===== src/hdl/gpme_pkg.sv =====
// Package: command and status types shared by the controller and datapath
`default_nettype none
package gpme_pkg;
	localparam int unsigned W = 128;
	localparam int unsigned HW = 64;
	localparam int unsigned DW = 7;
	localparam int unsigned IDXW = 3;
	localparam logic [IDXW-1:0] REG_POLY_LO = 3'd0;
	localparam logic [IDXW-1:0] REG_POLY_HI = 3'd1;
	localparam logic [IDXW-1:0] REG_INV_LO = 3'd2;
	localparam logic [IDXW-1:0] REG_INV_HI = 3'd3;
	localparam logic [IDXW-1:0] REG_DEGREE = 3'd4;

	// multiplier operand selects
	typedef enum logic [1:0] {
		SRC_ACC_SQ = 2'd0,
		SRC_SQ_SQ = 2'd1,
		SRC_Q_INV = 2'd2,
		SRC_Q_POLY = 2'd3
	} src_t;

	typedef struct packed {
		logic load;
		logic mul_start;
		src_t src;
		logic cap_in;
		logic cap_q;
		logic wr_acc;
		logic wr_sq;
		logic shift_exp;
	} cmd_t;

	typedef struct packed {
		logic mul_done;
		logic exp_zero;
		logic exp_bit0;
	} sts_t;
endpackage
`default_nettype wire


===== src/hdl/gpme_ctrl.sv =====
// Controller: sequences square-and-multiply and the Barrett steps
`default_nettype none
module gpme_ctrl (
	input wire logic clk,
	input wire logic arst_n,
	input wire logic in_valid,
	output logic in_stall,
	output logic out_valid,
	input wire logic out_stall,
	output gpme_pkg::cmd_t cmd,
	input wire gpme_pkg::sts_t sts
);
	typedef enum logic [7:0] {
		ST_IDLE = 8'b0000_0001,
		ST_NEXT = 8'b0000_0010,
		ST_MUL = 8'b0000_0100,
		ST_QINV = 8'b0000_1000,
		ST_QPOLY = 8'b0001_0000,
		ST_WB = 8'b0010_0000,
		ST_DONE = 8'b0100_0000,
		ST_QGO = 8'b1000_0000
	} state_t;

	state_t state_q;
	logic is_sq_q;
	gpme_pkg::src_t src_q;

	assign in_stall = (state_q != ST_IDLE);
	assign out_valid = (state_q == ST_DONE);

	always_comb begin
		cmd = '0;
		cmd.src = src_q;
		case (state_q)
			ST_IDLE: cmd.load = in_valid;
			ST_NEXT: begin
				if (!sts.exp_zero) begin
					cmd.mul_start = 1'b1;
					cmd.src = sts.exp_bit0 ? gpme_pkg::SRC_ACC_SQ : gpme_pkg::SRC_SQ_SQ;
				end
			end
			ST_MUL: begin
				if (sts.mul_done) begin
					cmd.cap_in = 1'b1;
				end
			end
			// start q * INV once the first quotient is in its register
			ST_QGO: begin
				cmd.mul_start = 1'b1;
				cmd.src = gpme_pkg::SRC_Q_INV;
			end
			ST_QINV: begin
				if (sts.mul_done) begin
					cmd.cap_q = 1'b1;
				end
			end
			ST_QPOLY: begin
				cmd.mul_start = 1'b1;
				cmd.src = gpme_pkg::SRC_Q_POLY;
			end
			ST_WB: begin
				if (sts.mul_done) begin
					cmd.wr_acc = !is_sq_q;
					cmd.wr_sq = is_sq_q;
					cmd.shift_exp = is_sq_q;
					// after a multiply, start the square of the same bit
					if (!is_sq_q) begin
						cmd.mul_start = 1'b1;
						cmd.src = gpme_pkg::SRC_SQ_SQ;
					end
				end
			end
			default: cmd = '0;
		endcase
	end

	always_ff @(posedge clk or negedge arst_n) begin
		if (!arst_n) begin
			state_q <= ST_IDLE;
			is_sq_q <= 1'b0;
			src_q <= gpme_pkg::SRC_ACC_SQ;
		end else begin
			case (state_q)
				ST_IDLE: if (in_valid) state_q <= ST_NEXT;
				ST_NEXT: begin
					if (sts.exp_zero) begin
						state_q <= ST_DONE;
					end else begin
						is_sq_q <= !sts.exp_bit0;
						src_q <= sts.exp_bit0 ? gpme_pkg::SRC_ACC_SQ : gpme_pkg::SRC_SQ_SQ;
						state_q <= ST_MUL;
					end
				end
				ST_MUL: if (sts.mul_done) begin
					src_q <= gpme_pkg::SRC_Q_INV;
					state_q <= ST_QGO;
				end
				ST_QGO: state_q <= ST_QINV;
				ST_QINV: if (sts.mul_done) state_q <= ST_QPOLY;
				ST_QPOLY: begin
					src_q <= gpme_pkg::SRC_Q_POLY;
					state_q <= ST_WB;
				end
				ST_WB: if (sts.mul_done) begin
					if (is_sq_q) begin
						state_q <= ST_NEXT;
					end else begin
						// multiply done; square the same bit next
						is_sq_q <= 1'b1;
						src_q <= gpme_pkg::SRC_SQ_SQ;
						state_q <= ST_MUL;
					end
				end
				ST_DONE: if (!out_stall) state_q <= ST_IDLE;
				default: state_q <= ST_IDLE;
			endcase
		end
	end
endmodule
`default_nettype wire


===== config.mk =====
export PLATFORM = sky130hd
export DESIGN_NAME = gpme_ctrl
export DESIGN_NICKNAME = d
export VERILOG_FILES = /design/src/hdl/gpme_pkg.sv /design/src/hdl/gpme_ctrl.sv
export SDC_FILE = /design/constraint.sdc
export NUM_CORES = 1
export LEC_CHECK = 0
export ABC_AREA = 1
export CAP_MARGIN = 20
export CORE_ASPECT_RATIO = 0.9
export CORE_UTILIZATION = 41
export DETAILED_ROUTE_END_ITERATION = 10
export DONT_BUFFER_PORTS = 1
export HOLD_SLACK_MARGIN = 0.15
export SYNTH_ARGS = -nofsm -noshare
export SYNTH_HDL_FRONTEND = slang
export SYNTH_SLANG_ARGS = --single-unit

===== constraint.sdc =====
create_clock -name clk -period 3.2 [get_ports clk]
set_input_delay 0.48 -clock clk [delete_from_list [all_inputs] [get_ports clk]]
set_output_delay 0.48 -clock clk [all_outputs]
set_load 0.02 [all_outputs]

==> key figures, run 1 <==
Pwr
  • Leakage Power: between 0.4 and 0.5 nW
  • Pwr dens: about 730 nW/um^2
  • Worst IR Drop VDD: between 300 and 400 uV
  • Overall power: ~0.67 mW

Detailed routing
  • Wirelength per Cell: approximately 13 um
  • Total Wirelength: around 1.8 mm
  • DRC viols: 0
  • Via density: slightly above 5
  • Remaining antenna violation count: 0
  • 1st-pass router iterations: 4
  • Vias: around 750
  • Iteration-0 DRC Markers: 9

Logic synthesis
  • Post-Syn Instances: ~120
  • Simple-gate area share of the yosys netlist: 54.48%
  • Largest family of logic cells by synthesized area: simple AND/OR/NAND/NOR gates
  • Post-Synth XOR/XNOR Area: 0%
  • Synth warn: 0
  • Count of flip-flops with a built-in enable after synthesis: 0
  • Cell area after technology mapping: ~850 sq um
  • Syn Nets: 122
  • Multiplexer area fraction after synthesis: 0%
  • Post-synthesis sequential area ratio: about a third
  • Adder-cell share of the synthesized area: 0%
  • Netlist cell types: 24
  • Compound-Gate Fraction of Synth Area: 5.580%
  • Asr flop ratio synth: 100.0%
  • Most used flip-flop cell after synthesis: dfrtp_1
  • Syn Area/Cell: about 7.4 sq um
  • Post-synthesis sequential element count: 11

CTS
  • Longest Clk Path Bufs: 2
  • Post-CTS setup buffer count: 0
  • Clock root buffer: clkbuf_4
  • Worst-Skew Late Latency: about 0.28 ns
  • Total CTS buffers: 3
  • CTS tree: done
  • Clock Pin Slew Worst Setup and Hold Paths: around 0.08 ns
  • H-Tree Depth: 1
  • Clock Sinks: 11

Critical path
  • Crit Path Category: flip-flop to primary output
  • CP Data Arrival Time: 1.70 ns
  • CP top delay family: simple AND/OR/NAND/NOR gates
  • Required @ worst endpoint: 2.72 ns
  • Crit path buffers/inverters: 1
  • CP endpoint kind: primary output
  • CP Max Fanout: 4
  • Cells along the critical path: inv_2 > nand2_1 > nor2_4 > nand3_1 > nor2_1
  • CP max stage delay: approximately 0.57 ns
  • Worst setup SP type: flip-flop
  • CP max-delay cell: nor2_1

GRT
  • First-pass GRT wire length: between 3 and 4 mm
  • Initial antenna violation count: 0
  • Vias in the first global route: between 600 and 700
  • Largest net degree at the start of global routing: 12
  • GRT Overall Usage: 18.18%
  • Grt ovf: 0

Finish
  • Layout cell share with drive strength beyond 1: a little under a third
  • Diode count: 0
  • Final Core Density: 47.18%
  • Layout Cells excl Fill: about 140
  • Nets: between 100 and 150
  • Post-route cell area: between 900 and 1000 sq um
  • P&R area growth vs syn: 7.049%

Floorplanning
  • Core area: 1933 sq um
  • Row Count: 15
  • Initial Utilization: between 40% and 50%
  • Die Area: 2265 sq um
  • Die Ht: between 40 and 50 um
  • Top-Level Pins: 18
  • Die W: around 50 um

Placed design
  • DP Worst Slack: roughly 1.3 ns
  • Port bufs: 0
  • Placed cell count: roughly 140
  • Hpwl dp: about 1.5 mm
  • Cell Area, Placed: between 800 and 900 sq um
  • Gpl congestion: between 0.8 and 0.9

STA
  • Min Clock Period, post-route: 2.180 ns
  • Worst setup margin: between 1 and 1.5 ns
  • Setup TNS: 0 ns
  • Slew Limit Fails: 0
  • RSZ-0062 raised after global routing: no
  • Final Hold Vio Count: 0
  • Final setup fails: 0
  • Slew margin rel.: a little under two fifths
  • Setup Skew: 0.004618 ns
  • Least-Margin Pin Slew: ~0.92 ns
  • Fmax achieved: approximately 0.46 GHz
  • Hold slack final: 0.3315 ns
  • Fin crit share: just under 70%

Flow run
  • Total of max-cap violations: 0

Worst hold path
  • Hold WC Path Type: primary input to flip-flop

Outcome
  • Outcome: completed
## flip-flops by register name, indices dropped and copies added, names as in the netlist
name	cells
src_q	2
is_sq_q	1
state_q	8
## power breakdown
group | internal, mW | switching (mW)
clock network | 0.0484 | 0.0513
registers | 0.179 | 0.0291
logic | 0.114 | 0.244
## worst paths after layout
check / cells after the start / slack (ns) / startpoint / to
worst max-delay path: 5 / 1.02 / state_q[4]$_DFFE_PN0P_ / cmd[1]
worst min-delay path: 3 / 0.33 / in_valid / state_q[0]$_DFFE_PN1P_
worst max register to register: 9 / 1.77 / state_q[0]$_DFFE_PN1P_ / src_q[0]$_DFFE_PN0P_
worst min register to register: 2 / 0.47 / src_q[0]$_DFFE_PN0P_ / src_q[0]$_DFFE_PN0P_
max in group asynchronous: 1 / 2.22 / arst_n / state_q[0]$_DFFE_PN1P_
min in group asynchronous: 1 / 0.62 / arst_n / state_q[6]$_DFFE_PN0P_
## routing by layer
layer / share of wire, % / wire length, um / GRT usage, % / vias up
met4: 1.1 / 19 / 5.143 / 0
met2: 44 / 796 / 26.40 / 16
met5: 0 / 0 / 0 / -
met3: 4.7 / 85 / 5.387 / 3
met1: 50 / 899 / 25.81 / 347
li1: - / - / - / 382
## worst min-delay path, delay by kind of cell
family                 cells  cell delay, ns
buffers and inverters      1            0.05
AO/OA/AOI/OAI              1            0.05
AND/OR/NAND/NOR            1            0.03
## cell usage in the layout, fill, tap and decap left out, types with 3 or more instances in the layout
| cell type | netlist | final |
|---|---|---|
| clkbuf_4 | 0 | 3 |
| nand4_1 | 4 | 4 |
| dfrtp_1 | 10 | 10 |
| nand2_2 | 4 | 4 |
| nor2_1 | 18 | 18 |
| nor2_2 | 4 | 4 |
| nand3_1 | 6 | 6 |
| nand3_2 | 5 | 5 |
| inv_1 | 6 | 6 |
| nand2_4 | 5 | 5 |
| nand2_1 | 28 | 28 |
| inv_2 | 9 | 9 |
## synthesized netlist by cell type, types with 2 or more instances
master / instances / area, sq um
inv_2: 9 / 33.78
dfrtp_1: 10 / 250.2
nor2_8: 2 / 40.04
nand2_1: 28 / 105.1
o21ai_0: 2 / 10.01
nand2_2: 4 / 25.02
nand3_2: 5 / 50.05
inv_1: 6 / 22.52
nand4_1: 4 / 25.02
nand2_4: 5 / 56.30
nor2_2: 4 / 25.02
nor2_1: 18 / 67.56
nand3_1: 6 / 30.03
o21a_1: 2 / 15.01
## logic make-up (layout without fill, tap and decap cells)
kind of cell           after synthesis  count (layout)
AND/OR/NAND/NOR                     81              81
buffers and inverters               16              20
flip-flops                          11              11
AO/OA/AOI/OAI                        7               7
## area by class of cell
cell class	instances	area, sq um
Fill cell	211	1021
Multi-Input combinational cell	88	511.7
Sequential cell	11	276.5
Inverter	15	56.30
Tap cell	25	31.28
Clock buffer	4	26.28
Timing Repair Buffer	1	10.01
## timing repair
action	4_1_cts	5_1_grt
endpoints found under the hold margin	11	0
resized for setup	0	0
hold buffers	1	0
No activity file was read; power rests on OpenSTA's default activity.
==> run 2, diff against run 1 <==
==> constraint.sdc (replaced) <==
create_clock -name clk -period 1.95 [get_ports clk]
set_input_delay 0.2925 -clock clk [delete_from_list [all_inputs] [get_ports clk]]
set_output_delay 0.2925 -clock clk [all_outputs]
set_load 0.02 [all_outputs]
==> run 2 against run 1 <==
Sequential power up 63%. Critical path type unchanged. Die area unchanged. Clock skew shrank 0.0033 ns. Via count grew 0.40%. Wire length is 0.33% higher. Critical path depth did not move. Global-route usage is 0.15 points lower. Power up 71%. Flip-flop and latch count did not move. Final area rose by 4.7%. Highest routed layer unchanged. Clock power up 62%.
==> key figures, run 2 (synthesized netlist as in run 1, its figures left out) <==
Pwr
  • Sw frac: 49.54%
  • Worst IR Drop VDD: a little over 800 uV
  • Sw power: about 0.56 mW
  • Overall power: approximately 1.1 mW
  • Sequential power share: roughly 30%
  • Pwr dens: 1193 nW/um^2
  • Clock Power Share: 14.3%
  • Int Pwr: between 0.5 and 0.6 mW
  • Combinational share of power: 55.9%
  • Leakage Power: between 0.5 and 0.6 nW

Finish
  • Commonest non-fill, non-tap cell in the layout: nand2_1
  • Fill cell count: around 200
  • Max reg flops: 8
  • Most frequent cells in the layout: nand2_1 (27), nor2_1 (14), dfrtp_1 (10), inv_2 (9), nor2_2 (8)
  • Regs by FF count: state_q x8, src_q x2, is_sq_q x1
  • Final Core Density: about half
  • P&R area growth vs syn: 12.04%
  • Largest Register: state_q
  • Diode count: 0
  • Layout cell share with drive strength beyond 1: about a third
  • Nets: 130
  • Layout Cells excl Fill: approximately 150

Outcome
  • Outcome: completed

STA
  • Fmax achieved: approximately 0.54 GHz
  • Setup TNS: 0 ns
  • RSZ-0062 raised after global routing: no
  • Final setup fails: 0
  • Fin crit share: 95.61%
  • Slew Limit Fails: 0
  • Min Clock Period, post-route: 1.864 ns
  • Final Hold Vio Count: 0
  • Slew margin rel.: about 65%
  • Least-Margin Pin Slew: around 0.52 ns
  • Setup Skew: approximately 0.0013 ns

Critical path
  • Critical path startpoint: state_q[5]$_DFFE_PN0P_
  • Crit Path Category: flip-flop to primary output
  • CP Max Fanout: 6
  • Worst r2r path cells: 8
  • Required @ worst endpoint: roughly 1.7 ns
  • Worst setup SP type: flip-flop
  • Reg2reg start: state_q[0]$_DFFE_PN1P_
  • Reg2reg setup slack: 0.53 ns
  • CP Data Arrival Time: ~1.6 ns
  • RR Endpoint: state_q[0]$_DFFE_PN1P_
  • CP Capture Point: cmd[7]
  • CP endpoint kind: primary output

Worst hold path
  • WHS Path Cells: 2
  • Hold Path Origin: sts[1]
  • Hold WC Path Type: primary input to flip-flop

CTS
  • Worst-Skew Late Latency: roughly 0.27 ns
  • Clock Sinks: 11
  • H-Tree Depth: 1
  • Post-CTS setup buffer count: 0
  • CTS tree: done
  • Total CTS buffers: 3
  • Clock Pin Slew Worst Setup and Hold Paths: about 0.07 ns
  • Clock root buffer: clkbuf_4
  • Longest Clk Path Bufs: 2

Detailed routing
  • Iteration-0 DRC Markers: 11
  • Vias: ~750
  • Wirelength per Cell: 12.29 um
  • 1st-pass router iterations: 4
  • DRC viols: 0
  • Remaining antenna violation count: 0
  • Via density: just over 5
  • Total Wirelength: 1.806 mm

Floorplanning
  • Die Ht: roughly 45 um
  • Die Area: ~2300 sq um
  • Row Count: 15
  • Core area: approximately 1900 sq um
  • Die W: 50.06 um
  • Initial Utilization: 44.08%
  • Top-Level Pins: 18

Flow run
  • Total of max-cap violations: 0

GRT
  • Most Crowded Layer GR: met2
  • Met1 GRT Util: about a quarter
  • GRT met2 Usage: around 27%
  • Largest net degree at the start of global routing: 12
  • GRT Overall Usage: 18.03%
  • Initial antenna violation count: 0
  • First-pass GRT wire length: slightly below 3 mm
  • Grt ovf: 0
  • Vias in the first global route: approximately 670
  • Met3 Track Usage GR: under 10%

Placed design
  • Hpwl dp: approximately 1.5 mm
  • Placed cell count: 141
  • Port bufs: 0
  • Gpl congestion: 0.9392
## run 2: cell count changes in the layout (fill, tap and decap cells not counted)
cell,delta
nor2_1,-4
o21ai_1,+1
nand2_4,+1
dlygate4sd3_1,+1
o21ai_0,-1
buf_4,+2
nor2_2,+4
nand2_1,-1
## run 2: per-layer routing
layer | vias to the layer above | wire [um]
met2 | 16 | 846
met1 | 349 | 849
met5 | - | 0
li1 | 383 | -
met3 | 3 | 80
met4 | 0 | 29
## run 2: timing repair
action,CTS,global route
endpoints found under the setup margin,1,3
hold buffers,2,0
cloned,0,0
gates resized for setup,2,5
endpoints found under the hold margin,12,0
## run 2: worst max-delay path, cell delays in order, from the launching register on
cell and delay (ns):
dfrtp_1 0.40, inv_2 0.08, nand2_4 0.08, nor2_8 0.18, nand2_2 0.11, o2111ai_1 0.45
## run 2: final cells by class
class / instances / area [sq um] / share of cell area (%)
multi-input combinational: 88 / 529.3 / 55.44
sequential: 11 / 276.5 / 28.96
inverter: 15 / 56.30 / 5.898
timing repair buffer: 4 / 35.03 / 3.670
tap: 25 / 31.28 / 3.277
clock buffer: 4 / 26.28 / 2.752
## run 2: per-stage QoR
| stage | hold slack, ns | setup WS, ns | cell area [sq um] |
|---|---|---|---|
| after floorplan | -0.003091 | 0.3319 | 852.1 |
| after global placement | -0.002914 | 0.3334 | 890.9 |
| after detailed placement | -0.002888 | 0.3018 | 890.9 |
| after CTS | 0.1830 | 0.007741 | 939.7 |
| after global routing | 0.1778 | 0.003225 | 954.7 |
| final | 0.1922 | 0.08554 | 954.7 |
## run 2: power groups by stage
stage / registers (mW) / logic (mW) / clock network [mW]
final: 0.340 / 0.636 / 0.162
after global routing: 0.348 / 0.702 / 0.180
after CTS: 0.339 / 0.621 / 0.167
after detailed placement: 0.343 / 0.606 / 0
after global placement: 0.342 / 0.590 / 0
after floorplan: 0.334 / 0.516 / 0
## run 2: how the worst min path moves through the flow
stage | slack (ns) | endpoint
after global routing | 0.18 | state_q[6]$_DFFE_PN0P_
after global placement | -0.003 | state_q[4]$_DFFE_PN0P_
final | 0.19 | state_q[6]$_DFFE_PN0P_
after floorplan | -0.003 | is_sq_q$_DFFE_PN0P_
after CTS | 0.18 | state_q[6]$_DFFE_PN0P_
after detailed placement | -0.003 | state_q[4]$_DFFE_PN0P_
==> run 3, diff against run 2 <==
--- a/config.mk
+++ b/config.mk
@@ -9,6 +9,7 @@
 export CAP_MARGIN = 20
 export CORE_ASPECT_RATIO = 0.9
 export CORE_UTILIZATION = 41
+export CTS_BUF_LIST = sky130_fd_sc_hd__clkbuf_2
 export DETAILED_ROUTE_END_ITERATION = 10
 export DONT_BUFFER_PORTS = 1
 export HOLD_SLACK_MARGIN = 0.15
==> run 3 against run 2 <==
Flip-flop and latch count stayed put. Wire length is 2.2% higher. Register-to-register slack worse by 0.02 ns. First-iteration DRC count is 110% higher. Critical path type unchanged. Highest routed layer unchanged. Largest cell class unchanged. Clock skew is 0.0044 ns higher. Power is 1.5% lower.
==> key figures, run 3 (synthesized netlist as in run 1, its figures left out) <==
Placed design
  • Gpl congestion: approximately 0.94
  • Hpwl dp: approximately 1.5 mm
  • DP Worst Slack: between 0.3 and 0.4 ns
  • Port bufs: 0

Critical path
  • Cells along the critical path: inv_2 > nand2_4 > nor2_8 > nand2_4 > inv_2 > nand3_2 > nand2_1 > nor2_2 > nand2_2
  • Crit Path Category: flip-flop to primary output
  • Required @ worst endpoint: roughly 1.7 ns
  • Worst setup SP type: flip-flop
  • CP max stage delay: roughly 0.56 ns
  • CP max-delay cell: dfstp_2
  • CP Data Arrival Time: 1.56 ns
  • CP Max Fanout: 7
  • CP endpoint kind: primary output

STA
  • Fin crit share: approximately 95%
  • Setup TNS: 0 ns
  • RSZ-0062 raised after global routing: yes
  • Slew margin rel.: 64.99%
  • Least-Margin Pin Slew: between 0.5 and 0.6 ns
  • Hold slack final: between 0.15 and 0.2 ns
  • Final Hold Vio Count: 0
  • Slew Limit Fails: 0
  • Final setup fails: 0
  • Fmax achieved: roughly 0.54 GHz
  • Min Clock Period, post-route: roughly 1.9 ns
  • Worst setup margin: between 0.09 and 0.1 ns
  • Setup Skew: between 0.005 and 0.006 ns

CTS
  • Clock root buffer: clkbuf_2
  • Clock Pin Slew Worst Setup and Hold Paths: approximately 0.11 ns
  • Total CTS buffers: 3
  • H-Tree Depth: 1
  • CTS tree: done
  • Clock Sinks: 11
  • Longest Clk Path Bufs: 2
  • Worst-Skew Late Latency: roughly 0.27 ns

Finish
  • P&R area growth vs syn: 12.92%
  • Regs by FF count: state_q x8, src_q x2, is_sq_q x1
  • Largest Register: state_q
  • Final Core Density: between 40% and 50%
  • Nets: ~130
  • Sequential cell area: 276.5 sq um
  • Max reg flops: 8
  • Diode count: 0
  • Fill cell count: approximately 200
  • Multi-input gate area in the final layout: approximately 540 sq um
  • Commonest non-fill, non-tap cell in the layout: nand2_1
  • Most frequent cells in the layout: nand2_1 (27), nor2_1 (14), dfrtp_1 (10), inv_2 (9), nor2_2 (8)
  • Layout cell share with drive strength beyond 1: between 30% and 40%

Detailed routing
  • Wirelength per Cell: 12.47 um
  • Total Wirelength: 1.845 mm
  • 1st-pass router iterations: 4
  • Via density: slightly above 5
  • DRC viols: 0
  • Remaining antenna violation count: 0
  • Iteration-0 DRC Markers: 23
  • Vias: about 760

GRT
  • GRT Overall Usage: a little under a fifth
  • Met1 GRT Util: 24.74%
  • First-pass GRT wire length: between 2 and 3 mm
  • Vias in the first global route: ~670
  • Initial antenna violation count: 0
  • Met3 Track Usage GR: under 10%
  • Most Crowded Layer GR: met2
  • GRT met2 Usage: between 20% and 30%
  • Largest net degree at the start of global routing: 12
  • Grt ovf: 0

Floorplanning
  • Die W: approximately 50 um
  • Die Ht: about 45 um
  • Top-Level Pins: 18
  • Initial Utilization: between 40% and 50%
  • Row Count: 15
  • Core area: between 1500 and 2000 sq um
  • Die Area: ~2300 sq um

Pwr
  • Worst IR Drop VDD: between 800 and 900 uV
  • Overall power: roughly 1.1 mW
  • Pwr dens: 1165 nW/um^2
  • Leakage Power: ~0.53 nW

Outcome
  • Outcome: completed

Flow run
  • Total of max-cap violations: 0

Worst hold path
  • Hold WC Path Type: primary input to flip-flop
run 3: changes by cell type in the layout (fill, tap and decap cells not counted), sizes merged:
cell  delta
buf      +1
run 3: path summary, 6_finish.rpt:
check | start | endpoint | slack [ns] | depth (start not counted)
worst max-delay path | state_q[0]$_DFFE_PN1P_ | cmd[5] | 0.09 | 9
worst min-delay path | sts[1] | state_q[6]$_DFFE_PN0P_ | 0.20 | 2
worst max register to register | state_q[0]$_DFFE_PN1P_ | state_q[0]$_DFFE_PN1P_ | 0.51 | 8
worst min register to register | src_q[0]$_DFFE_PN0P_ | src_q[0]$_DFFE_PN0P_ | 0.50 | 2
max in group asynchronous | arst_n | state_q[0]$_DFFE_PN1P_ | 1.16 | 1
min in group asynchronous | arst_n | state_q[4]$_DFFE_PN0P_ | 0.42 | 1
run 3: layout make-up:
cell class	instances	share of cell area, %
clock buffers	4	2.081
well taps	25	3.251
multi-input cells	88	55.66
inverters	15	5.852
repair buffers	5	4.421
flip-flops and latches	11	28.74
run 3: worst max-delay path: cells and delay by family (launching register included):
| kind | cells | cell delay (ns) |
|---|---|---|
| AND/OR/NAND/NOR | 7 | 0.63 |
| flip-flops | 1 | 0.56 |
| buffers and inverters | 2 | 0.09 |
run 3: power by group:
part / internal [mW] / leakage [nW] / total (mW) / switching [mW]
Clock: 0.0544 / 0.0166 / 0.136 / 0.0818
Combinational: 0.207 / 0.367 / 0.645 / 0.438
Sequential: 0.293 / 0.144 / 0.340 / 0.0468
run 3: metrics by stage:
stage	cells	instance area, sq um
floorplan	115	852.1
global placement	141	890.9
detailed placement	141	890.9
CTS	147	933.4
global route	148	962.2
finish	148	962.2
run 3: per-layer routing:
layer  up-vias  part of all wire [%]
met1       347                    46
met4         0                   1.6
met2        24                    46
met5         -                     0
met3         5                   5.9
li1        383                     -
run 3: what timing repair did:
item / in CTS / in global routing
buffers inserted: 0 / 1
gates resized for setup: 2 / 6
cloned: 0 / 0
endpoints found under the hold margin: 12 / 0
hold buffers: 2 / 0
endpoints found under the setup margin: 1 / 4
